File: src/rtl/i2cra_pkg.sv
`timescale 1ns / 1ps
// ----------------------------------------------------------------------------
// i2cra_pkg
// Shared types and constants of the I2C register access master.
// ----------------------------------------------------------------------------
package i2cra_pkg;

    localparam logic [6:0] DEV_ADDR_RESET = 7'h68;

    // Command codes on the input channel
    localparam logic [1:0] CMD_TICK  = 2'd0;
    localparam logic [1:0] CMD_WRITE = 2'd1;
    localparam logic [1:0] CMD_READ  = 2'd2;

    typedef enum logic [2:0] {
        K_TICK  = 3'b001,
        K_WRITE = 3'b010,
        K_READ  = 3'b100
    } t_kind;

    typedef struct packed {
        t_kind       kind;
        logic [7:0]  reg_addr;
        logic [7:0]  write_data;
        logic        sda_in;
    } t_item;

    // Queue head as seen by the back end
    typedef struct packed {
        logic  valid;
        t_item item;
    } t_head;

    typedef enum logic [1:0] {
        ST_IDLE = 2'b01,
        ST_BUSY = 2'b10
    } t_state;

    typedef enum logic [9:0] {
        OP_END    = 10'b00_0000_0001,
        OP_START  = 10'b00_0000_0010,
        OP_ADDR_W = 10'b00_0000_0100,
        OP_ADDR_R = 10'b00_0000_1000,
        OP_REG    = 10'b00_0001_0000,
        OP_DATA   = 10'b00_0010_0000,
        OP_ACK    = 10'b00_0100_0000,
        OP_RECV   = 10'b00_1000_0000,
        OP_NACK   = 10'b01_0000_0000,
        OP_STOP   = 10'b10_0000_0000
    } t_op;

    function automatic t_op seq_op(input logic is_read, input logic [3:0] seg);
        t_op op;
        op = OP_END;
        if (is_read) begin
            unique case (seg)
                4'd0:    op = OP_START;
                4'd1:    op = OP_ADDR_W;
                4'd2:    op = OP_ACK;
                4'd3:    op = OP_REG;
                4'd4:    op = OP_ACK;
                4'd5:    op = OP_START;
                4'd6:    op = OP_ADDR_R;
                4'd7:    op = OP_ACK;
                4'd8:    op = OP_RECV;
                4'd9:    op = OP_NACK;
                4'd10:   op = OP_STOP;
                default: op = OP_END;
            endcase
        end else begin
            unique case (seg)
                4'd0:    op = OP_START;
                4'd1:    op = OP_ADDR_W;
                4'd2:    op = OP_ACK;
                4'd3:    op = OP_REG;
                4'd4:    op = OP_ACK;
                4'd5:    op = OP_DATA;
                4'd6:    op = OP_ACK;
                4'd7:    op = OP_STOP;
                default: op = OP_END;
            endcase
        end
        return op;
    endfunction

endpackage

File: src/rtl/i2c_master_register_access.sv
`timescale 1ns / 1ps
// ----------------------------------------------------------------------------
// i2c_master_register_access
// Open-drain I2C master for single register writes and reads.
// ----------------------------------------------------------------------------
// One transaction is taken every clock and each yields one result. The
// transaction waits at the head of the two-entry input queue, and the
// sequencer writes the result register from there. A stalled result holds
// the sequencer, and the input stalls once the queue holds two transactions.
// The sequencer performs one pin step per cycle while tick transactions are
// queued and no result is stalled. Write and read commands are only
// honoured while the bus sequence is idle; each tick transaction advances
// the sequence by one pin step.
module i2c_master_register_access
    import i2cra_pkg::*;
(
    input  logic       i_clk,
    input  logic       i_rst_n,
    input  logic       i_cfg_wr_en,
    input  logic [6:0] i_cfg_wr_data,
    input  logic       i_valid,
    output logic       o_stall,
    input  logic [1:0] i_command,
    input  logic [7:0] i_reg_addr,
    input  logic [7:0] i_write_data,
    input  logic       i_sda_in,
    output logic       o_valid,
    input  logic       i_stall,
    output logic       o_scl_out,
    output logic       o_sda_out,
    output logic       o_busy_res,
    output logic       o_done_res,
    output logic [7:0] o_read_data,
    output logic       o_nack_seen
);

    logic [6:0] r_dev_addr;
    t_head      w_head;
    logic       w_pop;

    always_ff @(posedge i_clk) begin
        if (!i_rst_n) begin
            r_dev_addr <= DEV_ADDR_RESET;
        end else if (i_cfg_wr_en) begin
            r_dev_addr <= i_cfg_wr_data;
        end
    end

    i2cra_front u_front (
        .i_clk        (i_clk),
        .i_rst_n      (i_rst_n),
        .i_valid      (i_valid),
        .o_stall      (o_stall),
        .i_command    (i_command),
        .i_reg_addr   (i_reg_addr),
        .i_write_data (i_write_data),
        .i_sda_in     (i_sda_in),
        .i_pop        (w_pop),
        .o_head       (w_head)
    );

    i2cra_back u_back (
        .i_clk       (i_clk),
        .i_rst_n     (i_rst_n),
        .i_dev_addr  (r_dev_addr),
        .i_head      (w_head),
        .o_pop       (w_pop),
        .o_valid     (o_valid),
        .i_stall     (i_stall),
        .o_scl_out   (o_scl_out),
        .o_sda_out   (o_sda_out),
        .o_busy_res  (o_busy_res),
        .o_done_res  (o_done_res),
        .o_read_data (o_read_data),
        .o_nack_seen (o_nack_seen)
    );

`ifndef SYNTHESIS
    // The sequencer never takes from an empty queue
    a_pop_nonempty: assert property (@(posedge i_clk) disable iff (!i_rst_n)
        w_pop |-> w_head.valid)
        else $error("pop from empty queue");

    // Stop completion leaves the bus released and the sequencer idle
    a_done_release: assert property (@(posedge i_clk) disable iff (!i_rst_n)
        (o_valid && o_done_res) |-> (o_scl_out && o_sda_out && !o_busy_res))
        else $error("stop did not release the bus");

    // A popped transaction reaches the result register in the next cycle
    a_pop_result: assert property (@(posedge i_clk) disable iff (!i_rst_n)
        w_pop |=> o_valid)
        else $error("result lost");
`endif

endmodule

File: src/rtl/i2cra_front.sv
`timescale 1ns / 1ps
// ----------------------------------------------------------------------------
// i2cra_front
// Accepts input transactions, classifies the command and holds them in a
// two-entry queue for the sequencer.
// ----------------------------------------------------------------------------
module i2cra_front
    import i2cra_pkg::*;
(
    input  logic       i_clk,
    input  logic       i_rst_n,
    input  logic       i_valid,
    output logic       o_stall,
    input  logic [1:0] i_command,
    input  logic [7:0] i_reg_addr,
    input  logic [7:0] i_write_data,
    input  logic       i_sda_in,
    input  logic       i_pop,
    output t_head      o_head
);

    t_item      r_mem [2];
    logic       r_wptr;
    logic       r_rptr;
    logic [1:0] r_count;
    logic       w_push;
    t_item      w_item;

    always_comb begin
        w_item.reg_addr   = i_reg_addr;
        w_item.write_data = i_write_data;
        w_item.sda_in     = i_sda_in;
        unique case (i_command)
            CMD_WRITE: w_item.kind = K_WRITE;
            CMD_READ:  w_item.kind = K_READ;
            default:   w_item.kind = K_TICK;  // unused code runs as a tick
        endcase
    end

    assign o_stall     = (r_count == 2'd2);
    assign w_push      = i_valid && !o_stall;
    assign o_head.valid = (r_count != 2'd0);
    assign o_head.item  = r_mem[r_rptr];

    always_ff @(posedge i_clk) begin
        if (w_push) begin
            r_mem[r_wptr] <= w_item;
        end
    end

    always_ff @(posedge i_clk) begin
        if (!i_rst_n) begin
            r_wptr  <= 1'b0;
            r_rptr  <= 1'b0;
            r_count <= 2'd0;
        end else begin
            if (w_push) begin
                r_wptr <= ~r_wptr;
            end
            if (i_pop) begin
                r_rptr <= ~r_rptr;
            end
            r_count <= r_count + {1'b0, w_push} - {1'b0, i_pop};
        end
    end

endmodule

File: src/rtl/i2cra_back.sv
`timescale 1ns / 1ps
// ----------------------------------------------------------------------------
// i2cra_back
// Bus sequencer: one pin step per tick, with the result register.
// ----------------------------------------------------------------------------
module i2cra_back
    import i2cra_pkg::*;
(
    input  logic       i_clk,
    input  logic       i_rst_n,
    input  logic [6:0] i_dev_addr,
    input  t_head      i_head,
    output logic       o_pop,
    output logic       o_valid,
    input  logic       i_stall,
    output logic       o_scl_out,
    output logic       o_sda_out,
    output logic       o_busy_res,
    output logic       o_done_res,
    output logic [7:0] o_read_data,
    output logic       o_nack_seen
);

    t_state     r_state, n_state;
    logic [3:0] r_seg, n_seg;
    logic [1:0] r_sub, n_sub;
    logic [2:0] r_bit, n_bit;
    logic [7:0] r_shift, n_shift;
    logic [7:0] r_captured, n_captured;
    logic [7:0] r_reg, n_reg;
    logic [7:0] r_data, n_data;
    logic       r_is_read, n_is_read;
    logic       r_nack, n_nack;
    logic       r_scl, n_scl;
    logic       r_sda, n_sda;
    logic       n_done;
    logic       r_ovalid;
    t_op        w_op;
    logic [7:0] w_byte;
    t_item      w_it;

    assign w_it  = i_head.item;
    assign o_pop = i_head.valid && (!r_ovalid || !i_stall);
    assign w_op  = seq_op(r_is_read, r_seg);

    always_comb begin
        unique case (w_op)
            OP_ADDR_W: w_byte = {i_dev_addr, 1'b0};
            OP_ADDR_R: w_byte = {i_dev_addr, 1'b1};
            OP_REG:    w_byte = r_reg;
            default:   w_byte = r_data;
        endcase
    end

    always_comb begin
        n_state    = r_state;
        n_seg      = r_seg;
        n_sub      = r_sub;
        n_bit      = r_bit;
        n_shift    = r_shift;
        n_captured = r_captured;
        n_reg      = r_reg;
        n_data     = r_data;
        n_is_read  = r_is_read;
        n_nack     = r_nack;
        n_scl      = r_scl;
        n_sda      = r_sda;
        n_done     = 1'b0;
        if (w_it.kind != K_TICK) begin
            if (r_state == ST_IDLE) begin
                n_state   = ST_BUSY;
                n_reg     = w_it.reg_addr;
                n_data    = w_it.write_data;
                n_is_read = (w_it.kind == K_READ);
                n_nack    = 1'b0;
                n_bit     = 3'd0;
                n_seg     = 4'd0;
                n_sub     = 2'd0;
            end
        end else if (r_state == ST_BUSY) begin
            unique case (w_op)
                OP_START: begin
                    unique case (r_sub)
                        2'd0: n_sda = 1'b1;
                        2'd1: n_scl = 1'b1;
                        2'd2: n_sda = 1'b0;
                        default: n_scl = 1'b0;
                    endcase
                    n_sub = r_sub + 2'd1;
                    if (r_sub == 2'd3) begin
                        n_seg = r_seg + 4'd1;
                        n_bit = 3'd0;
                    end
                end
                OP_ADDR_W, OP_ADDR_R, OP_REG, OP_DATA: begin
                    priority if (r_sub == 2'd0) begin
                        n_sda = w_byte[3'd7 - r_bit];
                        n_sub = 2'd1;
                    end else if (r_sub == 2'd1) begin
                        n_scl = 1'b1;
                        n_sub = 2'd2;
                    end else begin
                        n_scl = 1'b0;
                        n_sub = 2'd0;
                        n_bit = r_bit + 3'd1;
                        if (r_bit == 3'd7) begin
                            n_seg = r_seg + 4'd1;
                        end
                    end
                end
                OP_ACK: begin
                    unique case (r_sub)
                        2'd0: n_sda = 1'b1;
                        2'd1: n_scl = 1'b1;
                        2'd2: n_nack = r_nack | w_it.sda_in;
                        default: n_scl = 1'b0;
                    endcase
                    n_sub = r_sub + 2'd1;
                    if (r_sub == 2'd3) begin
                        n_seg = r_seg + 4'd1;
                        n_bit = 3'd0;
                    end
                end
                OP_RECV: begin
                    unique case (r_sub)
                        2'd0: begin
                            n_sda   = 1'b1;
                            n_shift = 8'd0;
                            n_sub   = 2'd1;
                        end
                        2'd1: begin
                            n_scl = 1'b1;
                            n_sub = 2'd2;
                        end
                        2'd2: begin
                            n_shift = {r_shift[6:0], w_it.sda_in};
                            n_sub   = 2'd3;
                        end
                        default: begin
                            n_scl = 1'b0;
                            n_bit = r_bit + 3'd1;
                            if (r_bit == 3'd7) begin
                                n_captured = r_shift;
                                n_seg      = r_seg + 4'd1;
                                n_sub      = 2'd0;
                            end else begin
                                n_sub = 2'd1;
                            end
                        end
                    endcase
                end
                OP_NACK: begin
                    priority if (r_sub == 2'd0) begin
                        n_sda = 1'b1;
                        n_sub = 2'd1;
                    end else if (r_sub == 2'd1) begin
                        n_scl = 1'b1;
                        n_sub = 2'd2;
                    end else begin
                        n_scl = 1'b0;
                        n_sub = 2'd0;
                        n_seg = r_seg + 4'd1;
                        n_bit = 3'd0;
                    end
                end
                OP_STOP: begin
                    priority if (r_sub == 2'd0) begin
                        n_sda = 1'b0;
                        n_sub = 2'd1;
                    end else if (r_sub == 2'd1) begin
                        n_scl = 1'b1;
                        n_sub = 2'd2;
                    end else begin
                        n_sda   = 1'b1;
                        n_state = ST_IDLE;
                        n_bit   = 3'd0;
                        n_done  = 1'b1;
                    end
                end
                default: begin
                    n_state = ST_IDLE;
                    n_bit   = 3'd0;
                end
            endcase
        end
    end

    always_ff @(posedge i_clk) begin
        if (!i_rst_n) begin
            r_state    <= ST_IDLE;
            r_seg      <= 4'd0;
            r_sub      <= 2'd0;
            r_bit      <= 3'd0;
            r_shift    <= 8'd0;
            r_captured <= 8'd0;
            r_reg      <= 8'd0;
            r_data     <= 8'd0;
            r_is_read  <= 1'b0;
            r_nack     <= 1'b0;
            r_scl      <= 1'b1;
            r_sda      <= 1'b1;
            r_ovalid   <= 1'b0;
        end else begin
            if (o_pop) begin
                r_state    <= n_state;
                r_seg      <= n_seg;
                r_sub      <= n_sub;
                r_bit      <= n_bit;
                r_shift    <= n_shift;
                r_captured <= n_captured;
                r_reg      <= n_reg;
                r_data     <= n_data;
                r_is_read  <= n_is_read;
                r_nack     <= n_nack;
                r_scl      <= n_scl;
                r_sda      <= n_sda;
                r_ovalid   <= 1'b1;
            end else if (!i_stall) begin
                r_ovalid <= 1'b0;
            end
        end
    end

    // Result register
    always_ff @(posedge i_clk) begin
        if (o_pop) begin
            o_scl_out   <= n_scl;
            o_sda_out   <= n_sda;
            o_busy_res  <= (n_state == ST_BUSY);
            o_done_res  <= n_done;
            o_read_data <= n_captured;
            o_nack_seen <= n_nack;
        end
    end

    assign o_valid = r_ovalid;

endmodule

File: config.mk
export PLATFORM = sky130hd
export DESIGN_NAME = i2c_master_register_access
export DESIGN_NICKNAME = d
export VERILOG_FILES = /design/src/rtl/i2cra_pkg.sv /design/src/rtl/i2c_master_register_access.sv /design/src/rtl/i2cra_front.sv /design/src/rtl/i2cra_back.sv
export SDC_FILE = /design/constraint.sdc
export NUM_CORES = 1
export LEC_CHECK = 0
export ABC_CLOCK_PERIOD_IN_PS = 5300
export BUFFER_PORTS_ARGS = -buffer_cell sky130_fd_sc_hd__buf_4
export CAP_MARGIN = 20
export CORE_MARGIN = 2
export CORE_UTILIZATION = 27
export CTS_CLUSTER_SIZE = 16
export DETAILED_ROUTE_END_ITERATION = 12
export SLEW_MARGIN = 15
export SYNTH_ARGS = -nofsm -noshare
export SYNTH_HDL_FRONTEND = slang
export SYNTH_SLANG_ARGS = --single-unit
File: constraint.sdc
create_clock -name i_clk -period 5.3 [get_ports i_clk]
set_input_delay 1.59 -clock i_clk [delete_from_list [all_inputs] [get_ports i_clk]]
set_output_delay 1.59 -clock i_clk [all_outputs]
set_load 0.01 [all_outputs]
### Word-level counts from Yosys, hierarchy flattened

Memories as Yosys holds them, arrays and structs flattened. A register that Yosys moved wholly into a read port is not among the register bits.
Index checks and enable logic that the tools add are counted.

* flip-flop bits (word level): 72
* memories: 3
* memory bits (read-only): 192
* bits in writable memories: 40
* output and inout port bits: 15
* word-level logic and storage cells: 179
* input bits: 31

* reductions and logical operators: 27
* equality and inequality tests: 32
* muxes and demuxes: 81
* $lt $le $gt $ge: 1
* bitwise operators: 6
* $add $sub $neg: 6

Memories
* (name not given): words 16, bits a word 9, rd ports 1, clocked after memory_dff 1, wr ports 0, RTL line i2cra_pkg.sv:56 `unique case (seg)`
* (name not given): words 8, bits a word 6, rd ports 1, clocked after memory_dff 1, wr ports 0, RTL line i2cra_pkg.sv:71 `unique case (seg)`
* u_front.r_mem: words 2, bits a word 20, rd ports 1, clocked after memory_dff 1, wr ports 1, RTL line i2cra_front.sv:22 `t_item r_mem [2];`

Operators with widths (count)
* 4-bit 2-to-1 mux: 12
* 8-bit 2-to-1 mux: 5
* 3-bit 2-to-1 mux: 11
* 1-bit 2-to-1 mux: 26
* 2-bit 2-to-1 mux: 12
* 8-bit case mux with 3 select lines: 1
* 3-bit by 2-bit inequality test with 1-bit output, second input constant: 7
* 10-bit 2-to-1 mux: 2
* 4-bit case mux with 4 select lines: 1
* 8-bit case mux with 2 select lines: 1
* 2-bit equality test, second input constant: 6
* 3-bit case mux with 4 select lines: 1
* 10-bit equality test, second input constant: 1
* 10-bit by 2-bit equality test with 1-bit output, second input constant: 1
* 10-bit by 3-bit equality test with 1-bit output, second input constant: 1
* 10-bit by 4-bit equality test with 1-bit output, second input constant: 1
* 10-bit by 5-bit equality test with 1-bit output, second input constant: 1
* 10-bit by 6-bit equality test with 1-bit output, second input constant: 1
* 10-bit by 7-bit equality test with 1-bit output, second input constant: 1
* 10-bit by 8-bit equality test with 1-bit output, second input constant: 1
* 10-bit by 9-bit equality test with 1-bit output, second input constant: 1
* 10-bit AND reduction: 1
* 5-bit AND reduction: 2
* 5-bit nonzero test: 2
* other kinds (35): 54

### Longest topological paths before layout

Gate-level depths: netlist of the first run.

* depth after elaboration: 10
* depth in mapped cells: 13
* mapped depth without buffers: 12

### Hierarchy

A second synthesis of the first run with hierarchy kept.

* cell total of the unflattened synthesis: 577
* area total of the unflattened synthesis: 6253.5 sq um

By module, submodules not included
* i2cra_back: instances 1, seq. area each 1651.6 sq um, cells an instance 463, area an instance 4205.3 sq um
* i2cra_front: instances 1, seq. area each 1301.2 sq um, cells an instance 92, area an instance 1790.5 sq um
* i2c_master_register_access: instances 1, seq. area each 140.1 sq um, cells an instance 22, area an instance 257.7 sq um

### Worst setup path before layout of the first run

OpenSTA, ideal clock, no wires.

* kind: input -> register
* start point: in i_stall
* end point: reg with a tool-made name
* stages: 10
* arrival time: 3614 ps
* data required time: 5185 ps
* setup slack: 1570 ps
* buffers on the path: 0
* cells stage by stage: nand2_1 > o21ai_1 > a21oi_1 > o41a_2 > o21ai_4 > xor2_2 > nor2_1 > ha_1 > or4_1 > and3_1

RTL lines
* start, declared: RTL line i2c_master_register_access.sv:28 `input logic i_stall,`

==> metrics.cfg, run 1 <==
[run_status]
status=complete, no violations

[floorplan]
ios=46
initial_core_util_pct=27.7
rows=53
core_area_sq_um=21200
die_w_microns=151
die_y_microns=151
dieArea_sq_um=22900

[synth]
synth_ff_type=dfxtp_1
ys_ff_latch=128
seq_area_frac_synth_pct=52.7
syn-num-nets=598
synth_cell_types=85
syn_area_per_cell_sq_um=10.6
synth_enable_flop_cells=53
synth_area_sq_um=5870
syn-instance-count=551
async_flop_share_pct=0
synth_warnings=0

[timing]
max_freq_mhz=246
clock_skew_ns=0.00995
drv_slew=0
fin_setup_tns_ns=0
min_period_ns=4.06
fin_ws_ns=1.24
slew_headroom_pct=30.8
finalSetupViolations=0
hold_viol_final=0
rsz0062_at_grt=no
timing.hold.ws_ns=0.459
tightest_slew_ns=1.01
finalCritPeriodShare_pct=76.7

[setup_path]
crit_type=reg -> reg
arrival_ns=4.37
reg2reg_slack_ns=1.24
critPathLaunchType=register
timing.rr.start=u_back.r_is_read$_SDFFE_PN0P_
required_ns=5.61
critPathCaptureType=register
reg2reg_depth=11
critical_path_peak_fanout=17

[placement]
hpwl_mm=9.46
portBuffers=45
finalWeightedCongestion=0.869
place_ws_ns=1.10

[final_layout]
area_growth_pct=21.4
drive_above_1_share_pct=19.4
layout.nets=646
diodes=0
regArea_sq_um=3090
num-fill-cells=2128
multiInputGateArea_sq_um=2580
fin_util_pct=33.7

[power]
power.total_uw=3550
peakVddDrop_uv=271
p_per_area_nw_per_um2=498
leakage_uw=0.00260

[detailed_routing]
drt_wl_total_mm=13.3
dr.pass1.iters=5
drc_errors=0
routed_via_density=4.87
detail-route-antenna-nets=0
wire_per_inst_microns=15.0
drtIter0Drc=375
dr_total_vias=4316

[clocking]
cts_max_level=4
clk_latency_ns=0.42
path_clk_slew_ns=0.05
cts_setup_buffers=0
numCtsBuffers=17
cts-hold-fix-buffers=0
clock-root-buffer=clkbuf_16
cts.repair.resized=0
cts_buffer_depth=2
clock-sinks=128
cts_tree=built

[grt]
grt_pass1_wl_mm=21.6
grt_use_total_pct=12.2
grt_pass1_vias=4188
antenna_found_initial=0
grt_max_degree=52
grt-ovfl-total=0

[worst_hold_path]
holdPathEnd=u_back.r_captured[6]$_SDFFE_PN0P_
min-delay-start=u_back.r_captured[6]$_SDFFE_PN0P_
whs_path_depth=2
hp-class=reg -> reg

[job]
max-cap-violations=0

## layer usage
layer  vias to the layer above  track usage [%]  routed length, microns
met5                         -                0                       0
met4                         0             4.35                     189
met3                        17             3.80                     651
met2                       105             19.3                    6300
met1                      2046             15.8                    6160
li1                       2148                -                       -
## worst max-delay path by stage
| stage | start | endpoint | slack (ns) | depth (start not counted) |
|---|---|---|---|---|
| after global routing | register | register | 1.03 | 10 |
| after CTS | u_back.r_is_read$_SDFFE_PN0P_ | register | 1.29 | 11 |
| after floorplan | i_stall | register | 1.57 | 10 |
| after global placement | i_stall | register | 1.18 | 12 |
| after detailed placement | i_stall | register | 1.10 | 12 |
| final | u_back.r_is_read$_SDFFE_PN0P_ | register | 1.24 | 11 |
## cells in the final DEF (no fill, tap or decap), types with 4 or more instances in the layout
master,count
edfxtp_1,53
or3_1,5
nor3b_1,4
mux2i_1,28
mux2_2,9
nor4b_1,4
o21ai_0,19
a211oi_1,18
nor2_1,49
nand2b_1,4
buf_4,53
o21a_1,5
a221oi_1,4
clkbuf_16,17
nor3_2,4
inv_1,22
clkbuf_8,6
ha_1,16
nand2_1,54
a21oi_1,34
nor3_1,6
dfxtp_1,75
nand3_1,15
## critical path, stage by stage (launching register included)
cell,delay (ns)
dfxtp_1,0.60
or3b_1,0.45
or4_4,0.47
nor4_2,0.43
o31ai_1,0.23
o211a_4,0.22
o21ai_4,0.27
xor2_2,0.30
nor2_1,0.11
ha_1,0.22
or4_1,0.47
and3_1,0.19
## kinds of logic after synthesis
group                      Yosys count  share of synthesized area, %
buffers and inverters               49                          3.33
muxes                               39                          7.14
and+or+nand+nor                    183                          16.7
AOI/OAI and AO/OA                  129                          15.6
DFF                                128                          52.7
xor gates and xnor gates             7                          1.17
adders and majority gates           16                          3.41
## where the power goes
part	switching, uW	internal, uW
Sequential	126	1240
Clock	414	769
Combinational	605	399
Total	1150	2410
## per-stage QoR
| step | instances | area, sq um |
|---|---|---|
| after global routing | 887 | 7130 |
| after detailed placement | 855 | 6510 |
| after global placement | 855 | 6510 |
| after CTS | 887 | 7130 |
| after floorplan | 551 | 5870 |
| final | 887 | 7130 |
## cell type report
| cell class | count | share of cell area (%) |
|---|---|---|
| flip-flops and latches | 128 | 43.4 |
| repair buffers | 53 | 5.58 |
| multi-input cells | 374 | 36.2 |
| clock inverters | 7 | 1.37 |
| inverters | 25 | 1.35 |
| well taps | 275 | 4.83 |
| clock buffers | 25 | 7.23 |
## Yosys cell counts (3+ instances only)
cell / count / area, sq um
a2111oi_0: 3 / 26.3
a211oi_1: 18 / 135
a21oi_1: 34 / 170
a221oi_1: 4 / 35.0
a22oi_1: 3 / 22.5
and3_1: 3 / 18.8
and4_1: 3 / 26.3
buf_2: 4 / 20.0
clkbuf_1: 17 / 63.8
dfxtp_1: 75 / 1500
edfxtp_1: 53 / 1590
ha_1: 16 / 200
inv_1: 22 / 82.6
mux2_2: 9 / 101
mux2i_1: 28 / 280
nand2_1: 54 / 203
nand2b_1: 4 / 25.0
nand3_1: 15 / 75.1
nor2_1: 50 / 188
nor2b_1: 3 / 18.8
nor3_1: 6 / 30.0
nor3_2: 4 / 40.0
nor3b_1: 4 / 30.0
nor4b_1: 4 / 35.0
o2111ai_1: 3 / 26.3
o21a_1: 5 / 37.5
o21ai_0: 19 / 95.1
o21ai_1: 3 / 15.0
or3_1: 5 / 31.3
or3b_1: 3 / 26.3
xnor2_1: 3 / 26.3
xor2_1: 3 / 26.3
(Power assumes the default switching activity.)
==> inputs of run 2 (changes only) <==
ABC_AREA = 1   (was unset)
ABC_CLOCK_PERIOD_IN_PS = 3300   (was 5300)
clock period = 3.3 ns   (was 5.3 ns; I/O delays follow)
==> metrics.cfg, run 2 <==
[run_status]
status=complete, no violations

[detailed_routing]
routed_via_density=4.49
dr.pass1.iters=4
dr_total_vias=4705
drc_errors=0
drtIter0Drc=235
drt_wl_total_mm=13.1
wire_per_inst_microns=12.4
detail-route-antenna-nets=0

[final_layout]
regArea_sq_um=3090
drive_above_1_share_pct=17.3
finalNonFillerCells=1049
layout_common_cells=nand2_1, dfxtp_1, inv_1
layout.nets=802
multiInputGateArea_sq_um=2450
num-fill-cells=2266
final_common_cell=nand2_1
area_growth_pct=21.3

[synth]
syn-num-nets=750
syn-instance-count=703
yosysMostFrequentCell=nand2_1
async_flop_share_pct=0
synth_cell_types=40
synth_top_cell_area_share_pct=26.7
syn_area_per_cell_sq_um=8.47
ys_ff_latch=128
synth_enable_flop_cells=53
synth_area_sq_um=5950
synth_ff_type=dfxtp_1
synth_top_area_cell=edfxtp_1
synthTopCellsByArea=edfxtp_1, dfxtp_1, nand2_1
synth_warnings=0
seq_area_frac_synth_pct=52.0
ys_top_cells_by_count=nand2_1, dfxtp_1, inv_1

[floorplan]
dieArea_sq_um=23200
die_w_microns=152
core_area_sq_um=21800
initial_core_util_pct=27.4
rows=54
ios=46
die_y_microns=152

[worst_hold_path]
hp-class=reg -> reg

[setup_path]
arrival_ns=3.25
critical_path_peak_fanout=11
critPathCaptureType=register
required_ns=3.65
critPathLaunchType=register
crit_type=reg -> reg

[clocking]
cts_tree=built
cts_buffer_depth=2
path_clk_slew_ns=0.06
clock-sinks=128
cts.repair.resized=0
clock-root-buffer=clkbuf_16
cts-hold-fix-buffers=0
cts_setup_buffers=0
numCtsBuffers=17
clk_latency_ns=0.42
cts_max_level=4

[grt]
grt_max_degree=38
grt_use_total_pct=11.7
grt_pass1_vias=4478
antenna_found_initial=1
grt-ovfl-total=0
grt_pass1_wl_mm=22.0

[power]
peakVddDrop_uv=385
p_per_area_nw_per_um2=892
leakage_uw=0.00313

[timing]
max_freq_mhz=344
fin_setup_tns_ns=0
tightest_slew_ns=0.470
hold_viol_final=0
timing.hold.ws_ns=0.454
fin_ws_ns=0.393
clock_skew_ns=0.0106
min_period_ns=2.91
rsz0062_at_grt=no
finalCritPeriodShare_pct=88.1
slew_headroom_pct=68.3
finalSetupViolations=0
drv_slew=0

[placement]
portBuffers=45
place_ws_ns=0.325
finalWeightedCongestion=0.896
hpwl_mm=9.30
placedCellCount=1016

[job]
max-cap-violations=0

[run 2: cell count changes after synthesis, moves of 9 or more]
cell / previous run / this run
nand2_1: 54 / 162
inv_1: 22 / 70
mux2i_1: 28 / 0
nand3_1: 15 / 43
o21ai_0: 19 / 43
a31oi_1: 2 / 20
nor2_1: 50 / 66
a211oi_1: 18 / 3
mux2_2: 9 / 0
[run 2: cell families (layout without fill, tap and decap cells)]
logic type      count (synthesis)  in the layout  synth area share, %
xor+xnor                        5              5                0.736
simple gates                  320            320                 24.4
flops                         128            128                 52.0
compound gates                131            131                 12.6
other cells                     0              1                    0
buf+inv                       103            168                 6.90
fa+ha+maj                      16             16                 3.36
[run 2: critical path, cell delays in order (launching register included)]
cell     delay [ns]
dfxtp_1        0.55
nor2_2         0.14
nand2_1        0.12
nand3_1        0.15
nor2_4         0.27
nand3_1        0.18
nand2_1        0.18
inv_2          0.05
nand2_1        0.11
nor3_2         0.07
nor2_1         0.19
nand2_1        0.08
nand2_1        0.10
nand2_2        0.11
ha_1           0.31
nand3_1        0.07
a21oi_1        0.15
[run 2: power breakdown]
part	internal (uW)	leakage, uW	switching (uW)	total (uW)
combinational	775	0.00172	1420	2200
clock	1170	0.000297	730	1900
sequential	2110	0.00111	239	2350
total	4050	0.00313	2390	6440
[run 2: final cells by class]
class                           count  share of cell area (%)
Sequential cell                   128                    42.8
Timing Repair Buffer               55                    5.72
Antenna cell                        1                  0.0347
Inverter                           81                    4.21
Multi-Input combinational cell    472                    34.0
Clock buffer                       19                    6.27
Clock inverter                     13                    2.08
Tap cell                          280                    4.85
[run 2: path summary, 6_finish.rpt]
check / startpoint / endpoint / slack (ns) / depth (start not counted)
min reg2reg: u_front.r_rptr$_SDFFE_PN0P_ / u_front.r_rptr$_SDFFE_PN0P_ / 0.45 / 1
min: u_front.r_rptr$_SDFFE_PN0P_ / u_front.r_rptr$_SDFFE_PN0P_ / 0.45 / 1
max: u_back.r_is_read$_SDFFE_PN0P_ / register / 0.39 / 16
max reg2reg: u_back.r_is_read$_SDFFE_PN0P_ / register / 0.39 / 16
[run 2: stage by stage]
step	utilization, %	area (sq um)	total power [uW]
6_report	33.2	7220	6440
2_1_floorplan	-	5950	3930
5_1_grt	33.2	7220	6930
3_5_place_dp	30.4	6610	4560
3_3_place_gp	30.4	6610	4540
4_1_cts	33.1	7210	6480
[run 2: metal layers]
| layer | part of all wire [%] | global-route usage [%] |
|---|---|---|
| met1 | 49 | 15.3 |
| met2 | 46 | 18.3 |
| met3 | 4.4 | 3.81 |
| met4 | 0.90 | 3.79 |
| met5 | 0 | 0 |
